[src/rtl/core/crc_framed_request_reply_engine_defines.svh]
// Assertion macros shared by the CRC framed request/reply engine RTL.
// No dependencies; included by the files that carry concurrent assertions.
`ifndef CRC_FRAMED_REQUEST_REPLY_ENGINE_DEFINES_SVH
`define CRC_FRAMED_REQUEST_REPLY_ENGINE_DEFINES_SVH

// Checked on every rising edge of clk outside reset.
`define CRF_ASSERT(label, prop, msg) \
    label: assert property (@(posedge clk) disable iff (!rst_n) (prop)) else $error(msg);

// Checked on every rising edge of clk, also while reset is held.
`define CRF_ASSERT_ALWAYS(label, prop, msg) \
    label: assert property (@(posedge clk) (prop)) else $error(msg);

`endif

[src/rtl/core/crf_pkg.sv]
// Package for the CRC framed request/reply engine: field widths, codes,
// phase type, flag type, register reset values and the CRC-8 step function.
// No dependencies.
package crf_pkg;

    // Field widths of the request and result words.
    localparam int OP_W        = 3;
    localparam int BYTE_W      = 8;
    localparam int PHASE_W     = 3;
    localparam int FRAME_W     = 32;
    localparam int COUNT_W     = 3;
    localparam int TICKS_W     = 16;

    // Configuration port widths.
    localparam int CFG_INDEX_W = 3;
    localparam int CFG_DATA_W  = 32;

    // Configuration register widths.
    localparam int MSG_W       = 24;
    localparam int MSG_LEN_W   = 2;
    localparam int EXP_W       = 32;
    localparam int REPLY_LEN_W = 3;

    // Request operation codes.
    localparam logic [OP_W-1:0] OP_TICK       = 3'd0;
    localparam logic [OP_W-1:0] OP_START      = 3'd1;
    localparam logic [OP_W-1:0] OP_SEND_DONE  = 3'd2;
    localparam logic [OP_W-1:0] OP_REPLY_BYTE = 3'd3;
    localparam logic [OP_W-1:0] OP_CLEAR      = 3'd4;

    // Configuration register indexes.
    localparam logic [CFG_INDEX_W-1:0] CFG_MESSAGE_BYTES  = 3'd0;
    localparam logic [CFG_INDEX_W-1:0] CFG_MESSAGE_LENGTH = 3'd1;
    localparam logic [CFG_INDEX_W-1:0] CFG_EXPECTED_REPLY = 3'd2;
    localparam logic [CFG_INDEX_W-1:0] CFG_REPLY_LENGTH   = 3'd3;
    localparam logic [CFG_INDEX_W-1:0] CFG_TIMEOUT_TICKS  = 3'd4;

    // Configuration register reset values.
    localparam logic [MSG_W-1:0]       MESSAGE_BYTES_RST  = 24'd10828926;
    localparam logic [MSG_LEN_W-1:0]   MESSAGE_LENGTH_RST = 2'd3;
    localparam logic [EXP_W-1:0]       EXPECTED_REPLY_RST = 32'd1470446719;
    localparam logic [REPLY_LEN_W-1:0] REPLY_LENGTH_RST   = 3'd4;
    localparam logic [TICKS_W-1:0]     TIMEOUT_TICKS_RST  = 16'd100;

    // CRC-8 generator polynomial (x^8 + x^2 + x + 1), MSB first.
    localparam logic [BYTE_W-1:0] CRC_POLY = 8'h07;
    localparam logic [BYTE_W-1:0] CRC_MSB  = 8'h80;

    // Transaction phase.
    typedef enum logic [PHASE_W-1:0] {
        PH_IDLE  = 3'd0,
        PH_BUILD = 3'd1,
        PH_SEND  = 3'd2,
        PH_REPLY = 3'd3,
        PH_GOOD  = 3'd4,
        PH_BAD   = 3'd5,
        PH_HOST  = 3'd6
    } phase_t;

    // Status flags: frame ready to send, reply byte wanted, timed out.
    typedef struct packed {
        logic tmo;
        logic rx;
        logic tx;
    } flags_t;

    // Folds one byte into a running CRC-8, one bit per step.
    function automatic logic [BYTE_W-1:0] crc8_update(input logic [BYTE_W-1:0] crc_in,
                                                       input logic [BYTE_W-1:0] data);
        logic [BYTE_W-1:0] c;
        c = crc_in ^ data;
        for (int b = 0; b < BYTE_W; b++) begin
            if ((c & CRC_MSB) != '0) begin
                c = (c << 1) ^ CRC_POLY;
            end else begin
                c = c << 1;
            end
        end
        return c;
    endfunction

endpackage

[src/rtl/core/crf_if.sv]
// Valid/ready channel interfaces of the CRC framed request/reply engine.
// Depends on crf_pkg for the field widths.
interface crf_req_if;
    import crf_pkg::*;

    logic              valid;
    logic              ready;
    logic [OP_W-1:0]   op;
    logic [BYTE_W-1:0] tick_delta;
    logic [BYTE_W-1:0] reply_byte;

    modport source (output valid, output op, output tick_delta, output reply_byte,
                    input ready);
    modport sink   (input valid, input op, input tick_delta, input reply_byte,
                    output ready);
endinterface

interface crf_rsp_if;
    import crf_pkg::*;

    logic               valid;
    logic               ready;
    logic [PHASE_W-1:0] phase;
    logic               frame_ready;
    logic               byte_wanted;
    logic               timed_out;
    logic [FRAME_W-1:0] frame;
    logic [COUNT_W-1:0] frame_length;

    modport source (output valid, output phase, output frame_ready, output byte_wanted,
                    output timed_out, output frame, output frame_length,
                    input ready);
    modport sink   (input valid, input phase, input frame_ready, input byte_wanted,
                    input timed_out, input frame, input frame_length,
                    output ready);
endinterface

[src/rtl/core/crc_framed_request_reply_engine.sv]
// Top level of the CRC framed request/reply engine: transaction control,
// frame build with CRC-8, reply capture and compare, tick timeout.
// Depends on crf_pkg, crf_if.sv and crc_framed_request_reply_engine_defines.svh.
//
//  Channel | Direction | Handshake      | Word
//  --------+-----------+----------------+------------------------------------------
//  req     | in        | valid/ready    | op, tick_delta, reply_byte
//  rsp     | out       | valid/ready    | phase, flags, frame, frame_length
//  cfg     | in        | cfg_write_en   | cfg_index, cfg_data (no read-back)
//
// One request word is taken per cycle while req.ready is high; its result word is valid in the next cycle.
// The whole update for a word is one pass from the state registers to the same
// registers, so back-to-back words see each other's effects with no gap.
// req.ready drops only while a result word is held and rsp.ready is low.
// Reset returns the registers to their defaults and the phase to idle; the byte
// store has no reset and needs no clearing pass.
module crc_framed_request_reply_engine #(
    parameter int BUFFER_BYTES = 4
) (
    input  logic                            clk,
    input  logic                            rst_n,
    crf_req_if.sink                         req,
    crf_rsp_if.source                       rsp,
    input  logic                            cfg_write_en,
    input  logic [crf_pkg::CFG_INDEX_W-1:0] cfg_index,
    input  logic [crf_pkg::CFG_DATA_W-1:0]  cfg_data
);
    import crf_pkg::*;

    `include "crc_framed_request_reply_engine_defines.svh"

    // Request bytes before the CRC, and reply bytes compared, at most.
    localparam int TX_CAP = (BUFFER_BYTES - 1 < 3) ? BUFFER_BYTES - 1 : 3;
    localparam int RX_CAP = (BUFFER_BYTES < 4) ? BUFFER_BYTES : 4;
    localparam int IDX_W  = $clog2(BUFFER_BYTES);

    // Configuration registers.
    logic [MSG_W-1:0]       message_bytes_reg;
    logic [MSG_LEN_W-1:0]   message_length_reg;
    logic [EXP_W-1:0]       expected_reply_reg;
    logic [REPLY_LEN_W-1:0] reply_length_reg;
    logic [TICKS_W-1:0]     timeout_ticks_reg;

    // Transaction state.
    phase_t              phase_reg, phase_next;
    flags_t              flags_reg, flags_next;
    logic [COUNT_W-1:0]  count_reg, count_next;
    logic [TICKS_W-1:0]  elapsed_reg, elapsed_next;
    logic [BYTE_W-1:0]   store_reg [BUFFER_BYTES];
    logic [BYTE_W-1:0]   store_next [BUFFER_BYTES];

    // Result word handshake and frame register.
    logic                out_valid_reg;
    logic [FRAME_W-1:0]  frame_reg, frame_next;

    // Helpers derived from the current state and registers.
    logic                in_fire;
    logic [TICKS_W:0]    elapsed_sum;
    logic [COUNT_W-1:0]  n_tx;
    logic [COUNT_W-1:0]  n_rx;
    logic [BYTE_W-1:0]   frame_crc;
    logic [BYTE_W-1:0]   build_store [BUFFER_BYTES];
    logic                reply_match;

    assign in_fire     = req.valid && req.ready;
    assign req.ready   = !out_valid_reg || rsp.ready;
    assign elapsed_sum = {1'b0, elapsed_reg} + {{(TICKS_W + 1 - BYTE_W){1'b0}}, req.tick_delta};

    // Configuration writes; indexes past the list are dropped.
    always_ff @(posedge clk or negedge rst_n)
    begin
        if (!rst_n)
        begin
            message_bytes_reg  <= MESSAGE_BYTES_RST;
            message_length_reg <= MESSAGE_LENGTH_RST;
            expected_reply_reg <= EXPECTED_REPLY_RST;
            reply_length_reg   <= REPLY_LENGTH_RST;
            timeout_ticks_reg  <= TIMEOUT_TICKS_RST;
        end
        else if (cfg_write_en)
        begin
            case (cfg_index)
                CFG_MESSAGE_BYTES:  message_bytes_reg  <= cfg_data[MSG_W-1:0];
                CFG_MESSAGE_LENGTH: message_length_reg <= cfg_data[MSG_LEN_W-1:0];
                CFG_EXPECTED_REPLY: expected_reply_reg <= cfg_data[EXP_W-1:0];
                CFG_REPLY_LENGTH:   reply_length_reg   <= cfg_data[REPLY_LEN_W-1:0];
                CFG_TIMEOUT_TICKS:  timeout_ticks_reg  <= cfg_data[TICKS_W-1:0];
                default:            ;
            endcase
        end
    end

    // Lengths clamped to what the buffer holds; a zero length counts as one.
    always_comb
    begin
        if (message_length_reg == '0)
        begin
            n_tx = COUNT_W'(1);
        end
        else if (int'(message_length_reg) > TX_CAP)
        begin
            n_tx = COUNT_W'(TX_CAP);
        end
        else
        begin
            n_tx = COUNT_W'(message_length_reg);
        end

        if (reply_length_reg == '0)
        begin
            n_rx = COUNT_W'(1);
        end
        else if (int'(reply_length_reg) > RX_CAP)
        begin
            n_rx = COUNT_W'(RX_CAP);
        end
        else
        begin
            n_rx = COUNT_W'(reply_length_reg);
        end
    end

    // Frame build: message bytes with bit 0 of the first byte set, then the CRC.
    always_comb
    begin
        frame_crc = '0;
        for (int i = 0; i < TX_CAP; i++)
        begin
            if (i < int'(n_tx))
            begin
                frame_crc = crc8_update(frame_crc, message_bytes_reg[8*i +: 8] |
                                        ((i == 0) ? 8'h01 : 8'h00));
            end
        end

        build_store = store_reg;
        for (int i = 0; i < TX_CAP; i++)
        begin
            if (i < int'(n_tx))
            begin
                build_store[i] = message_bytes_reg[8*i +: 8] | ((i == 0) ? 8'h01 : 8'h00);
            end
        end
        for (int i = 0; i <= TX_CAP; i++)
        begin
            if (i == int'(n_tx))
            begin
                build_store[i] = frame_crc;
            end
        end
    end

    // Reply compare over the first n_rx stored bytes.
    always_comb
    begin
        reply_match = 1'b1;
        for (int i = 0; i < RX_CAP; i++)
        begin
            if (i < int'(n_rx) && store_reg[i] != expected_reply_reg[8*i +: 8])
            begin
                reply_match = 1'b0;
            end
        end
    end

    // Next state for one accepted request word.
    always_comb
    begin
        phase_next   = phase_reg;
        flags_next   = flags_reg;
        count_next   = count_reg;
        elapsed_next = elapsed_reg;
        store_next   = store_reg;

        if (in_fire)
        begin
            case (req.op)
                OP_TICK:
                begin
                    elapsed_next = elapsed_sum[TICKS_W] ? '1 : elapsed_sum[TICKS_W-1:0];

                    // An active transaction that has run too long goes to wait host.
                    if ((phase_reg == PH_BUILD || phase_reg == PH_SEND ||
                         phase_reg == PH_REPLY) && elapsed_next >= timeout_ticks_reg)
                    begin
                        phase_next     = PH_HOST;
                        flags_next.tmo = 1'b1;
                        elapsed_next   = '0;
                    end

                    case (phase_next)
                        PH_IDLE:
                        begin
                            elapsed_next = '0;
                        end
                        PH_BUILD:
                        begin
                            store_next  = build_store;
                            count_next  = n_tx + COUNT_W'(1);
                            phase_next  = PH_SEND;
                            flags_next.tx = 1'b1;
                        end
                        PH_SEND:
                        begin
                            if (!flags_next.tx)
                            begin
                                flags_next.rx = 1'b1;
                                phase_next    = PH_REPLY;
                                count_next    = '0;
                            end
                        end
                        PH_REPLY:
                        begin
                            if (!flags_next.rx && count_next >= n_rx)
                            begin
                                phase_next = reply_match ? PH_GOOD : PH_BAD;
                            end
                        end
                        PH_GOOD, PH_BAD:
                        begin
                            phase_next = PH_IDLE;
                        end
                        default:
                        begin
                            if (flags_next == '0)
                            begin
                                phase_next = PH_IDLE;
                            end
                        end
                    endcase

                    // While waiting for a reply, ask for the next byte.
                    if (phase_next == PH_REPLY)
                    begin
                        flags_next.rx = 1'b1;
                    end
                end
                OP_START:
                begin
                    if (phase_reg == PH_IDLE)
                    begin
                        phase_next   = PH_BUILD;
                        flags_next   = '0;
                        elapsed_next = '0;
                        count_next   = '0;
                    end
                end
                OP_SEND_DONE:
                begin
                    flags_next.tx = 1'b0;
                end
                OP_REPLY_BYTE:
                begin
                    // One byte per request for a byte; a byte that finds the store
                    // full is dropped.
                    if (flags_reg.rx)
                    begin
                        flags_next.rx = 1'b0;
                        if (int'(count_reg) < RX_CAP)
                        begin
                            store_next[count_reg[IDX_W-1:0]] = req.reply_byte;
                            count_next = count_reg + COUNT_W'(1);
                        end
                    end
                end
                OP_CLEAR:
                begin
                    flags_next = '0;
                end
                default:
                begin
                end
            endcase
        end
    end

    // Result frame: stored bytes below the count, zero above it.
    always_comb
    begin
        frame_next = '0;
        for (int i = 0; i < RX_CAP; i++)
        begin
            if (i < int'(count_next))
            begin
                frame_next[8*i +: 8] = store_next[i];
            end
        end
    end

    // State and result registers.
    always_ff @(posedge clk or negedge rst_n)
    begin
        if (!rst_n)
        begin
            phase_reg     <= PH_IDLE;
            flags_reg     <= '0;
            count_reg     <= '0;
            elapsed_reg   <= '0;
            out_valid_reg <= 1'b0;
        end
        else
        begin
            phase_reg   <= phase_next;
            flags_reg   <= flags_next;
            count_reg   <= count_next;
            elapsed_reg <= elapsed_next;
            if (in_fire)
            begin
                out_valid_reg <= 1'b1;
            end
            else if (rsp.ready)
            begin
                out_valid_reg <= 1'b0;
            end
        end
    end

    // Byte store and frame word carry no reset.
    always_ff @(posedge clk)
    begin
        store_reg <= store_next;
        if (in_fire)
        begin
            frame_reg <= frame_next;
        end
    end

    // Result word: the state left by the last accepted request word.
    assign rsp.valid        = out_valid_reg;
    assign rsp.phase        = phase_reg;
    assign rsp.frame_ready  = flags_reg.tx;
    assign rsp.byte_wanted  = flags_reg.rx;
    assign rsp.timed_out    = flags_reg.tmo;
    assign rsp.frame        = frame_reg;
    assign rsp.frame_length = count_reg;

    // Assertions.
    `CRF_ASSERT(a_tmo_only_in_host, flags_reg.tmo |-> phase_reg == PH_HOST,
                "timed_out set outside the wait host phase")
    `CRF_ASSERT(a_verdict_flags_clear,
                (phase_reg == PH_GOOD || phase_reg == PH_BAD) |-> flags_reg == '0,
                "flags left set in a good or bad phase")
    `CRF_ASSERT(a_count_in_range, int'(count_reg) <= RX_CAP,
                "byte count beyond the buffer")
    `CRF_ASSERT(a_word_gives_result, in_fire |=> out_valid_reg,
                "accepted request word gave no result word")
    `CRF_ASSERT_ALWAYS(a_ready_when_empty, !out_valid_reg |-> req.ready,
                       "request channel stalled with no result word held")

endmodule
[src/flat_wrapper.sv]
// flat-port wrapper written by rule: the top's interface ports become plain ports
module crc_framed_request_reply_engine_flat import crf_pkg::*;
#(
    parameter int BUFFER_BYTES = 4
)
  (clk, rst_n, cfg_write_en, cfg_index, cfg_data, req_valid, req_op, req_tick_delta, req_reply_byte, req_ready, rsp_valid, rsp_phase, rsp_frame_ready, rsp_byte_wanted, rsp_timed_out, rsp_frame, rsp_frame_length, rsp_ready);
  crf_req_if req_i ();
  crf_rsp_if rsp_i ();
  input  logic clk;
  input  logic rst_n;
  input  logic cfg_write_en;
  input  logic [crf_pkg::CFG_INDEX_W-1:0] cfg_index;
  input  logic [crf_pkg::CFG_DATA_W-1:0] cfg_data;
  input wire logic [$bits(req_i.valid)-1:0] req_valid;
  input wire logic [$bits(req_i.op)-1:0] req_op;
  input wire logic [$bits(req_i.tick_delta)-1:0] req_tick_delta;
  input wire logic [$bits(req_i.reply_byte)-1:0] req_reply_byte;
  output wire logic [$bits(req_i.ready)-1:0] req_ready;
  output wire logic [$bits(rsp_i.valid)-1:0] rsp_valid;
  output wire logic [$bits(rsp_i.phase)-1:0] rsp_phase;
  output wire logic [$bits(rsp_i.frame_ready)-1:0] rsp_frame_ready;
  output wire logic [$bits(rsp_i.byte_wanted)-1:0] rsp_byte_wanted;
  output wire logic [$bits(rsp_i.timed_out)-1:0] rsp_timed_out;
  output wire logic [$bits(rsp_i.frame)-1:0] rsp_frame;
  output wire logic [$bits(rsp_i.frame_length)-1:0] rsp_frame_length;
  input wire logic [$bits(rsp_i.ready)-1:0] rsp_ready;
  assign req_i.valid = req_valid;
  assign req_i.op = req_op;
  assign req_i.tick_delta = req_tick_delta;
  assign req_i.reply_byte = req_reply_byte;
  assign req_ready = req_i.ready;
  assign rsp_valid = rsp_i.valid;
  assign rsp_phase = rsp_i.phase;
  assign rsp_frame_ready = rsp_i.frame_ready;
  assign rsp_byte_wanted = rsp_i.byte_wanted;
  assign rsp_timed_out = rsp_i.timed_out;
  assign rsp_frame = rsp_i.frame;
  assign rsp_frame_length = rsp_i.frame_length;
  assign rsp_i.ready = rsp_ready;
  crc_framed_request_reply_engine #(.BUFFER_BYTES(BUFFER_BYTES)) u_core (.clk(clk), .rst_n(rst_n), .req(req_i), .rsp(rsp_i), .cfg_write_en(cfg_write_en), .cfg_index(cfg_index), .cfg_data(cfg_data));
endmodule
[config.mk]
export PLATFORM = sky130hd
export DESIGN_NAME = crc_framed_request_reply_engine_flat
export DESIGN_NICKNAME = d
export VERILOG_FILES = /design/src/rtl/core/crf_pkg.sv /design/src/rtl/core/crf_if.sv /design/src/rtl/core/crc_framed_request_reply_engine.sv /design/src/flat_wrapper.sv
export VERILOG_INCLUDE_DIRS = /design/src /design/src/rtl/core
export SDC_FILE = /design/constraint.sdc
export NUM_CORES = 1
export LEC_CHECK = 0
export ABC_AREA = 1
export BUFFER_PORTS_ARGS = -buffer_cell sky130_fd_sc_hd__buf_2
export CELL_PAD_IN_SITES_DETAIL_PLACEMENT = 0
export CELL_PAD_IN_SITES_GLOBAL_PLACEMENT = 1
export CORE_MARGIN = 4
export CORE_UTILIZATION = 44
export DETAILED_ROUTE_END_ITERATION = 10
export PLACE_DENSITY_LB_ADDON = 0.05
export SLEW_MARGIN = 15
export SYNTH_ARGS = -nofsm -noshare
export SYNTH_HDL_FRONTEND = slang
export SYNTH_SLANG_ARGS = --single-unit
[constraint.sdc]
create_clock -name clk -period 5.1 [get_ports clk]
set_input_delay 0.51 -clock clk [delete_from_list [all_inputs] [get_ports clk]]
set_output_delay 0.51 -clock clk [all_outputs]
set_load 0.03 [all_outputs]
==> results of run 1 <==
-- synth_stat cells, drive strengths merged (20+ instances only) --
| cell | instances | area (µm²) |
|---|---|---|
| nand2 | 371 | 1520 |
| inv | 210 | 788 |
| o21ai | 143 | 719 |
| nand3 | 104 | 573 |
| a21oi | 66 | 345 |
| nor2 | 66 | 268 |
| dfrtp | 62 | 1550 |
| dfstp | 40 | 1050 |
| dfxtp | 32 | 641 |
| edfxtp | 32 | 961 |
| ha | 31 | 388 |
| clkbuf | 29 | 114 |
| or2 | 24 | 150 |
| a22oi | 20 | 150 |
-- path summary, 6_finish.rpt --
path	from	slack, ps	to
max in group asynchronous	rst_n	3860	u_core.message_bytes_reg[20]$_DFFE_PN0P_
worst max register to register	u_core.elapsed_reg[3]$_DFFE_PN0P_	160	u_core.rsp.frame[4]$_SDFFCE_PP0P_
worst min register to register	u_core.store_reg[4]$_DFF_P_	480	u_core.store_reg[4]$_DFF_P_
worst max-delay path	u_core.elapsed_reg[3]$_DFFE_PN0P_	160	u_core.rsp.frame[4]$_SDFFCE_PP0P_
worst min-delay path	rst_n	110	u_core.elapsed_reg[15]$_DFFE_PN0P_
min in group clk	cfg_data[27]	290	u_core.expected_reply_reg[27]$_DFFE_PN0P_
-- per-layer routing --
layer / GRT usage [%] / up-vias
li1: - / 4781
met1: 36.6 / 4470
met2: 35.0 / 278
met3: 4.75 / 44
met4: 6.82 / 0
met5: 0 / -
-- through the flow --
stage          setup WS, ps  cells  util, %  area, µm²  TNS (ps)
2_1_floorplan           447   1363        -      10300         0
3_3_place_gp           -445   1789     50.2      11400    -15680
3_5_place_dp           -440   1789     50.2      11400    -16070
4_1_cts                51.4   1821     52.8      12000         0
5_1_grt                -198   1834     55.2      12600     -3640
6_report                162   1834     55.2      12600         0
-- timing repair --
item                                    4_1_cts  5_1_grt
buffers inserted                              0       11
gates resized for setup                       4       97
endpoints found under the setup margin       36       70
pin swaps                                     1       50
gates cloned                                  0        2
-- area by class of cell --
class                           instances  area share (%)
Tap cell                              313            3.11
Timing Repair Buffer                  168            8.86
Clock buffer                           18            3.58
Multi-Input combinational cell        943            43.6
Sequential cell                       166            33.4
Inverter                              212            6.37
Clock inverter                         14            1.06
-- worst reg2reg max path, delay by kind of cell (launching register included) --
kind / cells / cell delay (ps)
buf+inv: 6 / 630
fa+ha+maj: 2 / 500
flops: 1 / 410
compound gates: 7 / 810
simple gates: 20 / 2340
-- power groups by stage --
stage | clock [mW] | sequential (mW) | combinational (mW)
after detailed placement | 0 | 2.11 | 2.97
final | 1.31 | 2.10 | 3.34
after floorplan | 0 | 2.11 | 2.00
after global placement | 0 | 2.11 | 2.94
after CTS | 1.33 | 2.08 | 2.99
after global routing | 1.39 | 2.15 | 3.72
-- logic make-up after synthesis --
group,Yosys count
AND/OR/NAND/NOR,594
AO/OA/AOI/OAI,285
buffers and inverters,254
flip-flops,166
adder cells (fa/ha/maj),32
XOR/XNOR,24
multiplexers,8
==> flow_summary.yaml, run 1 <==
drt:
  via_count: 9573
  dr.max_layer_used: "met4"
  wl_met2_um: 13800
  antenna_left: 0
  drc: 0
  drt_iter0_drc: 708
  drtPass1Iterations: 5
  route.met3.wl_um: 2080
  drt-total-wl_um: 32100
  m1WireLength_um: 15500
  vias_per_cell: 5.22
  wire_per_inst_um: 17.5
clock_network:
  numCtsBuffers: 17
  cts_sinks: 166
  path_clk_slew_ps: 80
  clk_path_buf_depth: 2
  h-tree-depth: 4
  clk_latency_ps: 450
  cts_hold_buf: 0
  cts_root_buffer: "clkbuf_16"
  cts_tree: "built"
final_layout:
  nNetsFinal: 1599
  mostFrequentLayoutCells: "321 x nand2_1, 189 x inv_1, 132 x o21ai_0, 100 x buf_2, 91 x nand3_1"
  antenna_cells: 0
  areaGrowthSynthToFinish_pct: 22.4
  multiInputGateArea_um2: 5480
  regArea_um2: 4200
  mostFrequentLayoutCell: "nand2_1"
  fill_cells: 2212
  drive_gt1_share_pct: 27.4
setup_path:
  cp_max_fo: 8
  worst_setup_path_start_kind: "register"
  end_kind: "register"
  max_stage_delay_ps: 410
  criticalPathCategory: "reg -> reg"
  worst-endpoint-arrival_ps: 5120
  cpLargestDelayFamily: "simple AND/OR/NAND/NOR gates"
  cpMostUsedCell: "nand2_1"
  cp_num_cells: 35
  worstPathRequired_ps: 5280
  r2r.worst_path.cells: 35
  cp_num_buf_inv: 6
  crit_slowest_cell: "dfrtp_1"
place:
  dpl.hpwl_um: 23700
  port-buffer-count: 101
  gp_congestion: 0.866
floorplanning:
  start_util_pct: 45.1
  die_height_um: 161
  placementRows: 55
  dieArea_um2: 25900
  ios: 102
  core_um2: 22800
  die_x_um: 161
timing:
  max_slew_margin_pct: 28.4
  post-route-period-util_pct: 96.8
  rsz0062_at_grt: "true"
  skew_ps: 15.9
  worst_pin_slew_ps: 1060
  setup_viol: 0
  fmax_ghz: 0.203
  min_period_ps: 4940
  hold_viol_final: 0
  whs_ps: 106
  drv_slew: 0
global_route:
  grt_pass1_wl_um: 49000
  grt_pass1_vias: 8773
  grt_usage_pct: 24.1
  antenna_found_initial: 0
  grt_start_max_net_pins: 63
  gr-total-overflow: 0
power:
  p_int_mw: 3.75
  total_power_mw: 6.76
  seq_power_share_pct: 31.1
  switching_share_pct: 44.5
  switchingPower_mw: 3.01
  p_leak_nw: 6.14
  pwr-share-comb_pct: 49.5
  powerDensity_nw_per_um2: 537
  p_clk_share_pct: 19.4
  vdd_ir_drop_max_uv: 224
synth:
  yosys.cell_types.count: 53
  synthMuxAreaShare_pct: 0.877
  synth_compound_area_share_pct: 16.0
  synth-xor-area-share_pct: 2.39
  synth_fp_nets: 1454
  syn-instance-count: 1363
  synth_ff_type: "dfrtp_1"
  synth_top_family_by_area: "simple AND/OR/NAND/NOR gates"
  synthSimpleGateAreaFrac_pct: 26.2
  synth_adder_area_share_pct: 3.97
  yosysSeqAreaShare_pct: 40.9
  synth_seq_cells: 166
  syn_avg_cell_area_um2: 7.54
  synth_edf_count: 32
  yosysWarningCount: 0
  synth-async-reset-ratio_pct: 61.4
  syn-cell-area_um2: 10300
status:
  status: "completed"
worst_hold_path:
  hold_path_class: "in -> async"
run:
  cap_viol_max_count: 0
No activity file was read; power rests on OpenSTA's default activity.
==> run 2: changes to the inputs <==
- SETUP_SLACK_MARGIN: not set -> 0.5
==> run 2 against run 1 <==
  * Sequential share of layout area is 0.54 points higher
  * Hold slack better by 64 ps
  * Global-route usage is 0.42 points higher
  * Sequential power hardly changed
  * Critical path type unchanged
  * Via count is 0.93% lower
  * Wire length is 0.90% lower
  * Die area stayed put
  * Design area is 1.6% lower
  * Critical path depth is 4 lower
  * Non-clock buffer count is 11 lower
==> flow_summary.yaml, run 2 (synthesis gave the netlist of run 1 again) <==
setup_path:
  worstPathRequired_ps: 5280
  criticalPathCategory: "reg -> reg"
  reg2reg_slack_ps: 390
  cp_max_fo: 8
  worst-endpoint-arrival_ps: 4880
  end_kind: "register"
  crit_slowest_cell: "dfrtp_1"
  cpMostUsedCell: "nand2_1"
  max_stage_delay_ps: 420
  worst_setup_path_start_kind: "register"
timing:
  setup_viol: 0
  rsz0062_at_grt: "true"
  skew_ps: 12.6
  whs_ps: 170
  drv_slew: 0
  hold_viol_final: 0
  post-route-period-util_pct: 92.3
  finalSetupTns_ps: 0
  fin_ws_ps: 395
  worst_pin_slew_ps: 1080
  max_slew_margin_pct: 27.6
  min_period_ps: 4710
  fmax_ghz: 0.213
clock_network:
  h-tree-depth: 4
  cts_sinks: 166
  path_clk_slew_ps: 70
  cts_hold_buf: 0
  cts_root_buffer: "clkbuf_16"
  clk_path_buf_depth: 2
  clk_latency_ps: 440
  numCtsBuffers: 17
  cts_tree: "built"
floorplanning:
  dieArea_um2: 25900
  die_height_um: 161
  die_x_um: 161
  start_util_pct: 45.1
  ios: 102
  placementRows: 55
  core_um2: 22800
drt:
  wire_per_inst_um: 17.4
  drc: 0
  antenna_left: 0
  drt-total-wl_um: 31800
  drt_iter0_drc: 813
  via_count: 9484
  vias_per_cell: 5.20
  drtPass1Iterations: 8
worst_hold_path:
  hold_path_class: "in -> async"
power:
  total_power_mw: 6.67
  vdd_ir_drop_max_uv: 210
  powerDensity_nw_per_um2: 539
  p_leak_nw: 6.05
final_layout:
  mostFrequentLayoutCell: "nand2_1"
  drive_gt1_share_pct: 25.9
  stdcell_count: 1823
  fin_util_pct: 54.3
  nNetsFinal: 1588
  areaGrowthSynthToFinish_pct: 20.5
  antenna_cells: 0
  mostFrequentLayoutCells: "325 x nand2_1, 190 x inv_1, 136 x o21ai_0, 100 x buf_2, 92 x nand3_1"
  finalInstanceArea_um2: 12400
run:
  cap_viol_max_count: 0
global_route:
  grt_pass1_wl_um: 50100
  antenna_found_initial: 0
  gr-total-overflow: 0
  grt_start_max_net_pins: 72
  grt_pass1_vias: 8946
  grt_usage_pct: 24.6
place:
  dpl.hpwl_um: 23600
  dp.cells: 1771
  dpl-instance-area_um2: 11300
  gp_congestion: 0.870
  port-buffer-count: 101
  place_ws_ps: -161
status:
  status: "completed"
[run 2: cell types whose count changed in the layout (fill, tap and decap cells not counted), sizes merged]
cell | before | now
clkinv | 6 | 5
inv | 216 | 219
clkbuf | 20 | 18
buf | 166 | 157
bufinv | 0 | 1
clkinvlp | 4 | 1
[run 2: worst paths after layout]
path	start	endpoint	cells past startpoint
worst max register to register	u_core.elapsed_reg[2]$_DFFE_PN0P_	u_core.rsp.frame[1]$_SDFFCE_PP0P_	31
worst max-delay path	u_core.elapsed_reg[2]$_DFFE_PN0P_	u_core.rsp.frame[1]$_SDFFCE_PP0P_	31
max in group asynchronous	rst_n	u_core.expected_reply_reg[13]$_DFFE_PN1P_	2
worst min register to register	u_core.store_reg[1]$_DFF_P_	u_core.store_reg[1]$_DFF_P_	2
worst min-delay path	rst_n	u_core.elapsed_reg[10]$_DFFE_PN0P_	1
min in group clk	cfg_data[21]	u_core.message_bytes_reg[21]$_DFFE_PN1P_	3
[run 2: routing by layer]
metal / part of all wire [%] / vias up / global-route usage [%]
li1: - / 4755 / -
met1: 50 / 4431 / 37.3
met2: 44 / 271 / 37.4
met3: 5.8 / 27 / 4.08
met4: 0.99 / 0 / 4.38
met5: 0 / - / 0
[run 2: cell type report]
type | count | area (µm²)
Clock buffer | 18 | 429
Clock inverter | 14 | 163
Fill cell | 2253 | 10400
Inverter | 212 | 801
Multi-Input combinational cell | 943 | 5430
Sequential cell | 166 | 4200
Tap cell | 313 | 392
Timing Repair Buffer | 157 | 963
[run 2: timing repair]
item	4_1_cts	5_1_grt
setup endpoints to repair	67	70
gates cloned	1	0
resized for setup	75	8
buffers inserted	14	5
pin swaps	23	12
[run 2: where the power goes]
group	internal, mW	leakage [nW]	total [mW]	switching [mW]
sequential	1.76	1.79	2.10	0.340
clock	0.700	0.290	1.32	0.624
combinational	1.26	3.98	3.25	1.99
[run 2: critical path, delay by kind of cell (launching register included)]
family	cells	cell delay, ps
AO/OA/AOI/OAI	8	970
flip-flops	1	420
adder cells (fa/ha/maj)	2	480
buffers and inverters	3	360
AND/OR/NAND/NOR	18	2210
